--- src/src/bounded_ordered_list_defines.svh ---
// assertion macros for the bounded ordered list
// used by src/bounded_ordered_list.sv; no other dependencies
`ifndef BOUNDED_ORDERED_LIST_DEFINES_SVH
`define BOUNDED_ORDERED_LIST_DEFINES_SVH

`ifndef NO_ASSERTIONS
`define BOL_ASSERT_IMPL(label, clk, rst_n, ante, cons, msg) \
    label: assert property (@(posedge clk) disable iff (!rst_n) (ante) |-> (cons)) \
        else $error(msg);
`define BOL_ASSERT_NEXT(label, clk, rst_n, ante, cons, msg) \
    label: assert property (@(posedge clk) disable iff (!rst_n) (ante) |=> (cons)) \
        else $error(msg);
`else
`define BOL_ASSERT_IMPL(label, clk, rst_n, ante, cons, msg)
`define BOL_ASSERT_NEXT(label, clk, rst_n, ante, cons, msg)
`endif

`endif

--- src/src/bol_pkg.sv ---
// shared types and constants for the bounded ordered list
// no dependencies; imported by bol_cell, bol_ctrl and bounded_ordered_list
package bol_pkg;

    localparam int DEPTH_DEF   = 16;
    localparam int KIND_W      = 3;
    localparam int VALUE_W     = 32;
    localparam int POS_W       = 5;
    localparam int STATUS_W    = 2;
    localparam int COUNT_W     = 5;
    localparam int IN_TDATA_W  = 40;
    localparam int OUT_TDATA_W = 40;

    localparam logic signed [VALUE_W-1:0] EMPTY_READ = -32'sd1;

    typedef enum logic [KIND_W-1:0] {
        KIND_PUSH   = 3'd0,
        KIND_POP    = 3'd1,
        KIND_APPEND = 3'd2,
        KIND_INSERT = 3'd3,
        KIND_FIND   = 3'd4
    } kind_t;

    typedef enum logic [STATUS_W-1:0] {
        ST_OK    = 2'd0,
        ST_EMPTY = 2'd1,
        ST_FULL  = 2'd2,
        ST_RANGE = 2'd3
    } status_t;

    // operation broadcast to every cell, already checked
    typedef enum logic [2:0] {
        OP_NONE,
        OP_PUSH,
        OP_POP,
        OP_APPEND,
        OP_INSERT,
        OP_FIND
    } list_op_t;

    typedef struct packed {
        list_op_t         op;
        logic [POS_W-1:0] pos;
    } cell_cmd_t;

    typedef enum logic {
        S_IDLE,
        S_RESOLVE
    } state_t;

endpackage

--- src/src/bounded_ordered_list.sv ---
// bounded ordered list: one result beat on m_tdata per accepted input beat
// a new beat is not taken while one resolves; the cell row updates on the accepted
// beat and the registered per-cell match flags are or-ed into the result as it loads;
// while a result stalls one more beat is taken and waits; later beats are held off
// reset (rst_n low, asynchronous) empties the list and drops m_tvalid; s_tready is
// high from reset on; entry storage is not cleared and is only read below the count
`include "bounded_ordered_list_defines.svh"

module bounded_ordered_list
    import bol_pkg::*;
#(
    parameter int DEPTH = DEPTH_DEF
)
(
    input  logic                   clk,
    input  logic                   rst_n,
    input  logic                   s_tvalid,
    output logic                   s_tready,
    input  logic [IN_TDATA_W-1:0]  s_tdata,   // item_value[31:0], position[36:32], zero pad
    input  logic [KIND_W-1:0]      s_tuser,   // kind[2:0]
    output logic                   m_tvalid,
    input  logic                   m_tready,
    output logic [OUT_TDATA_W-1:0] m_tdata    // read_value[31:0], status[33:32],
                                              // found[34], entry_count[39:35]
);

    localparam int CW = $clog2(DEPTH + 1);

    // input beat unpacking
    logic signed [VALUE_W-1:0] in_value;
    logic [POS_W-1:0]          in_pos;
    logic                      accept;

    assign in_value = s_tdata[VALUE_W-1:0];
    assign in_pos   = s_tdata[VALUE_W +: POS_W];
    assign accept   = s_tvalid && s_tready;

    // list state and sequencing
    state_t  state_reg;
    state_t  state_next;
    logic    [CW-1:0] count_reg;
    logic    load_out;

    // checker outputs
    cell_cmd_t                 ctrl_cmd;
    cell_cmd_t                 cell_cmd;
    status_t                   ctrl_status;
    logic [CW-1:0]             ctrl_count_next;
    logic signed [VALUE_W-1:0] ctrl_read_value;

    // cell row
    logic signed [VALUE_W-1:0] cell_value [DEPTH];
    logic [DEPTH-1:0]          cell_match;

    // result waiting for the match reduction
    logic signed [VALUE_W-1:0] pend_value_reg;
    status_t                   pend_status_reg;
    logic                      pend_find_reg;

    // output register
    logic                      out_valid_reg;
    logic signed [VALUE_W-1:0] out_value_reg;
    status_t                   out_status_reg;
    logic                      out_found_reg;
    logic [COUNT_W-1:0]        out_count_reg;

    bol_ctrl #(
        .DEPTH (DEPTH)
    ) u_ctrl (
        .kind       (s_tuser),
        .position   (in_pos),
        .count      (count_reg),
        .head_value (cell_value[0]),
        .cmd        (ctrl_cmd),
        .status     (ctrl_status),
        .count_next (ctrl_count_next),
        .read_value (ctrl_read_value)
    );

    // cells only move on an accepted beat
    always_comb
    begin
        cell_cmd = ctrl_cmd;
        if (!accept)
            cell_cmd.op = OP_NONE;
    end

    for (genvar i = 0; i < DEPTH; i++)
    begin : g_cell
        logic signed [VALUE_W-1:0] left_in;
        logic signed [VALUE_W-1:0] right_in;

        if (i == 0)
        begin : g_first
            assign left_in = in_value;
        end
        else
        begin : g_left
            assign left_in = cell_value[i-1];
        end

        if (i == DEPTH - 1)
        begin : g_last
            assign right_in = cell_value[i];
        end
        else
        begin : g_right
            assign right_in = cell_value[i+1];
        end

        bol_cell #(
            .DEPTH (DEPTH),
            .INDEX (i)
        ) u_cell (
            .clk         (clk),
            .cmd         (cell_cmd),
            .count       (count_reg),
            .new_value   (in_value),
            .left_value  (left_in),
            .right_value (right_in),
            .value       (cell_value[i]),
            .match       (cell_match[i])
        );
    end

    // next state
    always_comb
    begin
        state_next = state_reg;
        unique case (state_reg)
            S_IDLE:
            begin
                if (accept)
                    state_next = S_RESOLVE;
            end
            S_RESOLVE:
            begin
                if (!out_valid_reg || m_tready)
                    state_next = S_IDLE;
            end
            default: state_next = S_IDLE;
        endcase
    end

    // state outputs
    always_comb
    begin
        s_tready = 1'b0;
        load_out = 1'b0;
        unique case (state_reg)
            S_IDLE:    s_tready = 1'b1;
            S_RESOLVE: load_out = !out_valid_reg || m_tready;
            default:   s_tready = 1'b0;
        endcase
    end

    always_ff @(posedge clk or negedge rst_n)
    begin
        if (!rst_n)
        begin
            state_reg     <= S_IDLE;
            count_reg     <= '0;
            out_valid_reg <= 1'b0;
        end
        else
        begin
            state_reg <= state_next;
            if (accept)
                count_reg <= ctrl_count_next;
            if (load_out)
                out_valid_reg <= 1'b1;
            else if (m_tready)
                out_valid_reg <= 1'b0;
        end
    end

    // payload registers, no reset needed
    always_ff @(posedge clk)
    begin
        if (accept)
        begin
            pend_value_reg  <= ctrl_read_value;
            pend_status_reg <= ctrl_status;
            pend_find_reg   <= (s_tuser == KIND_FIND);
        end
        if (load_out)
        begin
            out_value_reg  <= pend_value_reg;
            out_status_reg <= pend_status_reg;
            out_found_reg  <= pend_find_reg && (|cell_match);
            out_count_reg  <= COUNT_W'(count_reg);
        end
    end

    assign m_tvalid = out_valid_reg;
    assign m_tdata  = {out_count_reg, out_found_reg, out_status_reg, out_value_reg};

    // checks on the list control
    `BOL_ASSERT_IMPL(a_count_bound, clk, rst_n, 1'b1, count_reg <= CW'(DEPTH), "count beyond depth")
    `BOL_ASSERT_NEXT(a_accept_resolve, clk, rst_n, accept, state_reg == S_RESOLVE, "beat not resolved")
    `BOL_ASSERT_NEXT(a_count_hold, clk, rst_n, !accept, $stable(count_reg), "count moved without beat")
    `BOL_ASSERT_NEXT(a_no_drop, clk, rst_n, state_reg == S_RESOLVE && m_tvalid && !m_tready, state_reg == S_RESOLVE, "pending result dropped")
    `BOL_ASSERT_IMPL(a_full_status, clk, rst_n, state_reg == S_RESOLVE && pend_status_reg == ST_FULL, count_reg == CW'(DEPTH), "full status on a list with room")

endmodule

--- src/src/bol_cell.sv ---
// one storage cell of the list chain: holds one entry and its match flag
// depends on bol_pkg
module bol_cell
    import bol_pkg::*;
#(
    parameter int DEPTH = DEPTH_DEF,
    parameter int INDEX = 0
)
(
    input  logic                               clk,
    input  cell_cmd_t                          cmd,
    input  logic [$clog2(DEPTH+1)-1:0]         count,
    input  logic signed [VALUE_W-1:0]          new_value,
    input  logic signed [VALUE_W-1:0]          left_value,
    input  logic signed [VALUE_W-1:0]          right_value,
    output logic signed [VALUE_W-1:0]          value,
    output logic                               match
);

    localparam int CW   = $clog2(DEPTH + 1);
    localparam int CMPW = (CW > POS_W) ? CW : POS_W;
    localparam logic [CMPW-1:0] IDX = CMPW'(INDEX);

    logic signed [VALUE_W-1:0] value_reg;
    logic signed [VALUE_W-1:0] value_next;
    logic                      match_reg;
    logic [CMPW-1:0]           count_ext;
    logic [CMPW-1:0]           pos_ext;

    assign count_ext = CMPW'(count);
    assign pos_ext   = CMPW'(cmd.pos);

    always_comb
    begin
        unique case (cmd.op)
            OP_PUSH:   value_next = (IDX == '0) ? new_value : left_value;
            OP_POP:    value_next = right_value;
            OP_APPEND: value_next = (IDX == count_ext) ? new_value : value_reg;
            OP_INSERT:
            begin
                if (IDX == pos_ext)
                    value_next = new_value;
                else if (IDX > pos_ext)
                    value_next = left_value;
                else
                    value_next = value_reg;
            end
            default:   value_next = value_reg;
        endcase
    end

    always_ff @(posedge clk)
    begin
        value_reg <= value_next;
        // match flag holds until the next operation
        if (cmd.op != OP_NONE)
            match_reg <= (cmd.op == OP_FIND) && (IDX < count_ext) && (value_reg == new_value);
    end

    assign value = value_reg;
    assign match = match_reg;

endmodule

--- src/src/bol_ctrl.sv ---
// operation checker: decides status, cell command, new count and read value
// depends on bol_pkg
module bol_ctrl
    import bol_pkg::*;
#(
    parameter int DEPTH = DEPTH_DEF
)
(
    input  logic [KIND_W-1:0]                  kind,
    input  logic [POS_W-1:0]                   position,
    input  logic [$clog2(DEPTH+1)-1:0]         count,
    input  logic signed [VALUE_W-1:0]          head_value,
    output cell_cmd_t                          cmd,
    output status_t                            status,
    output logic [$clog2(DEPTH+1)-1:0]         count_next,
    output logic signed [VALUE_W-1:0]          read_value
);

    localparam int CW   = $clog2(DEPTH + 1);
    localparam int CMPW = (CW > POS_W) ? CW : POS_W;

    logic             full;
    logic             empty;
    logic [POS_W-1:0] pos_eff;

    assign full    = (count == CW'(DEPTH));
    assign empty   = (count == '0);
    // position zero counts as one
    assign pos_eff = (position == '0) ? POS_W'(1) : position;

    always_comb
    begin
        cmd.op     = OP_NONE;
        cmd.pos    = pos_eff;
        status     = ST_OK;
        count_next = count;
        read_value = '0;
        unique case (kind)
            KIND_PUSH:
            begin
                if (full)
                    status = ST_FULL;
                else
                begin
                    cmd.op     = OP_PUSH;
                    count_next = count + CW'(1);
                end
            end
            KIND_POP:
            begin
                if (empty)
                begin
                    status     = ST_EMPTY;
                    read_value = EMPTY_READ;
                end
                else
                begin
                    cmd.op     = OP_POP;
                    read_value = head_value;
                    count_next = count - CW'(1);
                end
            end
            KIND_APPEND:
            begin
                if (full)
                    status = ST_FULL;
                else
                begin
                    cmd.op     = OP_APPEND;
                    count_next = count + CW'(1);
                end
            end
            KIND_INSERT:
            begin
                if (empty)
                    status = ST_EMPTY;
                else if (CMPW'(pos_eff) > CMPW'(count))
                    status = ST_RANGE;
                else if (full)
                    status = ST_FULL;
                else
                begin
                    cmd.op     = OP_INSERT;
                    count_next = count + CW'(1);
                end
            end
            KIND_FIND: cmd.op = OP_FIND;
            default:   cmd.op = OP_NONE;
        endcase
    end

endmodule
--- config.mk ---
export PLATFORM = sky130hd
export DESIGN_NAME = bounded_ordered_list
export DESIGN_NICKNAME = d
export VERILOG_FILES = /design/src/src/bol_pkg.sv /design/src/src/bounded_ordered_list.sv /design/src/src/bol_cell.sv /design/src/src/bol_ctrl.sv
export VERILOG_INCLUDE_DIRS = /design/src /design/src/src
export SDC_FILE = /design/constraint.sdc
export NUM_CORES = 2
export LEC_CHECK = 0
export ABC_AREA = 1
export BUFFER_PORTS_ARGS = -buffer_cell sky130_fd_sc_hd__buf_2
export CAP_MARGIN = 10
export CELL_PAD_IN_SITES_DETAIL_PLACEMENT = 1
export CELL_PAD_IN_SITES_GLOBAL_PLACEMENT = 2
export CORE_MARGIN = 4
export CORE_UTILIZATION = 35
export CTS_CLUSTER_SIZE = 28
export DETAILED_ROUTE_END_ITERATION = 10
export PLACE_DENSITY = 0.83
export SLEW_MARGIN = 20
export SYNTH_ARGS = -nofsm -noshare
export SYNTH_HDL_FRONTEND = slang
export SYNTH_SLANG_ARGS = --single-unit
--- constraint.sdc ---
create_clock -name clk -period 9.5 [get_ports clk]
set_clock_uncertainty 0.15 [all_clocks]
set_input_delay 0.95 -clock clk [delete_from_list [all_inputs] [get_ports clk]]
set_output_delay 0.95 -clock clk [all_outputs]
set_load 0.1 [all_outputs]
==> results.yml <==
synth:
  ys_seq_elements: 610
  synth.net_count: 6699
  dominant_combinational_cell_family_by_area_after_synthesis: "simple AND/OR/NAND/NOR gates"
  post_synth_main_area_contributors: "edfxtp_1 39%, nand2_1 17%, nor2_1 8.2%"
  synth.lib_cells_used.distinct: 39
  syn_inst: 6644
  synth-compound-area-share: 0.0797
  syn_area_um2: 46000
  ys_seq_area_frac: 0.397
  syn-mean-instance-area_um2: 6.93
  synth_simple_gate_area_frac: 0.354
  synth.yosys.warnings: 0
  adder_cell_share_of_the_synthesized_area: 0.00218
  area_fraction_of_the_dominant_cell_type_after_synthesis: 0.394
  synthDominantAreaCellType: "edfxtp_1"
  post_synth_xor_area_fraction: 0.0659
  synthMuxAreaShare: 0.000245
floorplanning:
  initial_utilization: 0.354
  io_pins: 89
  fp.coreArea_um2: 130000
  die_width_um: 371
  rows: 132
  floorplan.die_area_um2: 137000
  die_y_um: 371
route:
  routed_wire_length_per_instance_um: 26.7
  drt-vias-per-instance: 5.91
  detailroute.via_count: 48400
  antenna_left: 0
  first_iter_violations: 5719
  drc: 0
  drtPass1Iterations: 6
  wl_um: 219000
pwr:
  power_leakage_nw: 23.7
  p_per_area_nw_per_um2: 178
  ir_worst_vdd_v: 0.000133
job:
  drv.max_cap_violation_count: 0
finish:
  final_common_cell: "nand2_1"
  post_route_cells_drive_above_1_share: 0.0544
  flow.area_growth_from_synthesis_pct: 8.04
  multi_input_comb_area_um2: 23300
  fillCellCount: 16300
  seq_area_um2: 18300
  final_nets: 6434
  largest_register_ffs: 512
  most-common-layout-cells: "2137 x nand2_1, 996 x nor2_1, 603 x edfxtp_1, 570 x o21ai_0, 549 x inv_1"
sta:
  hold_violations: 0
  fin_setup_tns_ns: 0
  report.final.slew_viol_count: 0
  post-route-period-util: 0.613
  worst_slew_margin_rel: 0.200
  timing.fmax_ghz: 0.172
  setup_repair_after_global_routing_missed_its_margin: "no"
  final_period_minus_worst_setup_slack_ns: 5.82
  finalWorstSetupSlack_ns: 3.68
  tightestPinTransition_ns: 1.20
  finalHoldWorstSlack_ns: 0.264
  final-setup-viol-count: 0
worst_setup_path:
  critPathMaxStageDelay_ns: 0.92
  slowest_stage: "dfrtp_1"
  path_cells: "clkinv_1 > ha_1 > nand3_1 > clkinv_1 > nand3b_1 > nand2_1 > nand2_1 > nand3_2 > nand2_8 > nand3_2 > inv_2 > nand2_1 > nand3_1 > clkinv_1 > buf_4"
  cp-start-kind: "flip-flop"
  timing.setup.critical_path_class: "reg -> reg"
  timing.critical_path.fanout_max: 103
  worstPathArrival_ns: 6.00
  worst-r2r-cell-count: 15
  critical_path.endpoint_type: "flip-flop"
  cp_data_required_time_ns: 9.68
cts:
  clock_tree.htree_level_count: 3
  ctsResizeCount: 0
  cts_tree: "built"
  root_buffer: "clkbuf_16"
  cts_buffers: 77
  cts.clk_slew.worst_paths_ns: 0.07
  cts.path.max_buffers: 3
  clock_sink_count: 610
  clock_insertion_delay_worst_skew_ns: 0.69
global_route:
  global_route_wire_length_before_repair_um: 321000
  antenna_found_initial: 15
  grt_start_max_net_pins: 179
  gr-usage-all-layers: 0.311
  grt_pass1_vias: 47000
  gr-total-overflow: 0
placed_design:
  place_congestion: 0.923
  hpwlAfterDp_um: 148000
  detailedPlace.worstSlack_ns: 3.73
  numPortBuffers: 85
min_path:
  min_path_type: "reg -> reg"
  hold-path-cell-count: 0
run_status:
  run_status: "complete, no violations"
per-layer routing:
| layer | GRT usage | routed length (um) |
|---|---|---|
| met5 | 0 | 38 |
| met4 | 0.101 | 7040 |
| met1 | 0.432 | 92800 |
| met3 | 0.0675 | 22600 |
| met2 | 0.480 | 96300 |
critical path: cells and delay by family (launching register included):
kind / cells / cell delay (ns)
simple gates: 9 / 1.89
flops: 1 / 0.92
fa+ha+maj: 1 / 0.43
buf+inv: 5 / 1.98
logic make-up (layout without fill, tap and decap cells):
logic type	Yosys count	count (layout)
and+or+nand+nor	3881	3881
buffers and inverters	1106	901
AOI/OAI and AO/OA	692	692
DFF	610	610
xor gates and xnor gates	346	346
adders and majority gates	8	8
muxes	1	1
other	0	6
stage by stage:
step           power [W]   util  cell area, um2  std cells
2_1_floorplan    0.00496      -           46000       6644
3_3_place_gp     0.00575  0.363           47200       8038
3_5_place_dp     0.00580  0.363           47200       8038
4_1_cts          0.00882  0.382           49600       8178
5_1_grt          0.00917  0.382           49700       8181
6_report         0.00885  0.382           49700       8187
final cells by class:
cell class                 instances  share of cell area
timing repair buffer             191              0.0273
tap                             1742              0.0438
clock inverter                    35             0.00596
clock buffer                     104              0.0431
antenna                            6            0.000302
inverter                         571              0.0437
sequential                       610               0.368
multi-input combinational       4928               0.468
report_power, final:
part,internal (W),switching [W]
registers,0.00332,0.000278
clock network,0.00169,0.00133
logic,0.000512,0.00172
final timing paths:
kind	to	slack (ns)	start
max in group asynchronous	count_reg[3]	8.55	rst_n
min in group asynchronous	m_tvalid	0.48	rst_n
hold / removal	out_value_reg[15]	0.26	pend_value_reg[15]
setup / recovery	g_cell[13].u_cell.value[11]	3.68	count_reg[4]
hold reg to reg	out_value_reg[15]	0.26	pend_value_reg[15]
setup reg to reg	g_cell[13].u_cell.value[11]	3.68	count_reg[4]
cells in the mapped netlist (all sizes together):
cell type / n
xor2: 171
dfrtp: 7
o21bai: 1
edfxtp: 603
nand3: 105
a221oi: 15
clkinv: 7
ha: 8
nand4: 521
nor4: 70
a22oi: 1
a31oi: 1
o22ai: 62
clkbuf: 230
inv: 564
mux2: 1
xnor2: 175
nor3: 17
o221ai: 9
nand3b: 4
o2111ai: 6
a41oi: 1
buf: 305
o21ai: 574
a21oi: 22
nor2: 1017
nand2: 2147
what timing repair did:
item                      in CTS  in global routing
buffers inserted               0                  0
hold buffers                   1                  0
hold endpoints to repair       7                  0
Power figures use the tool's default switching activity.
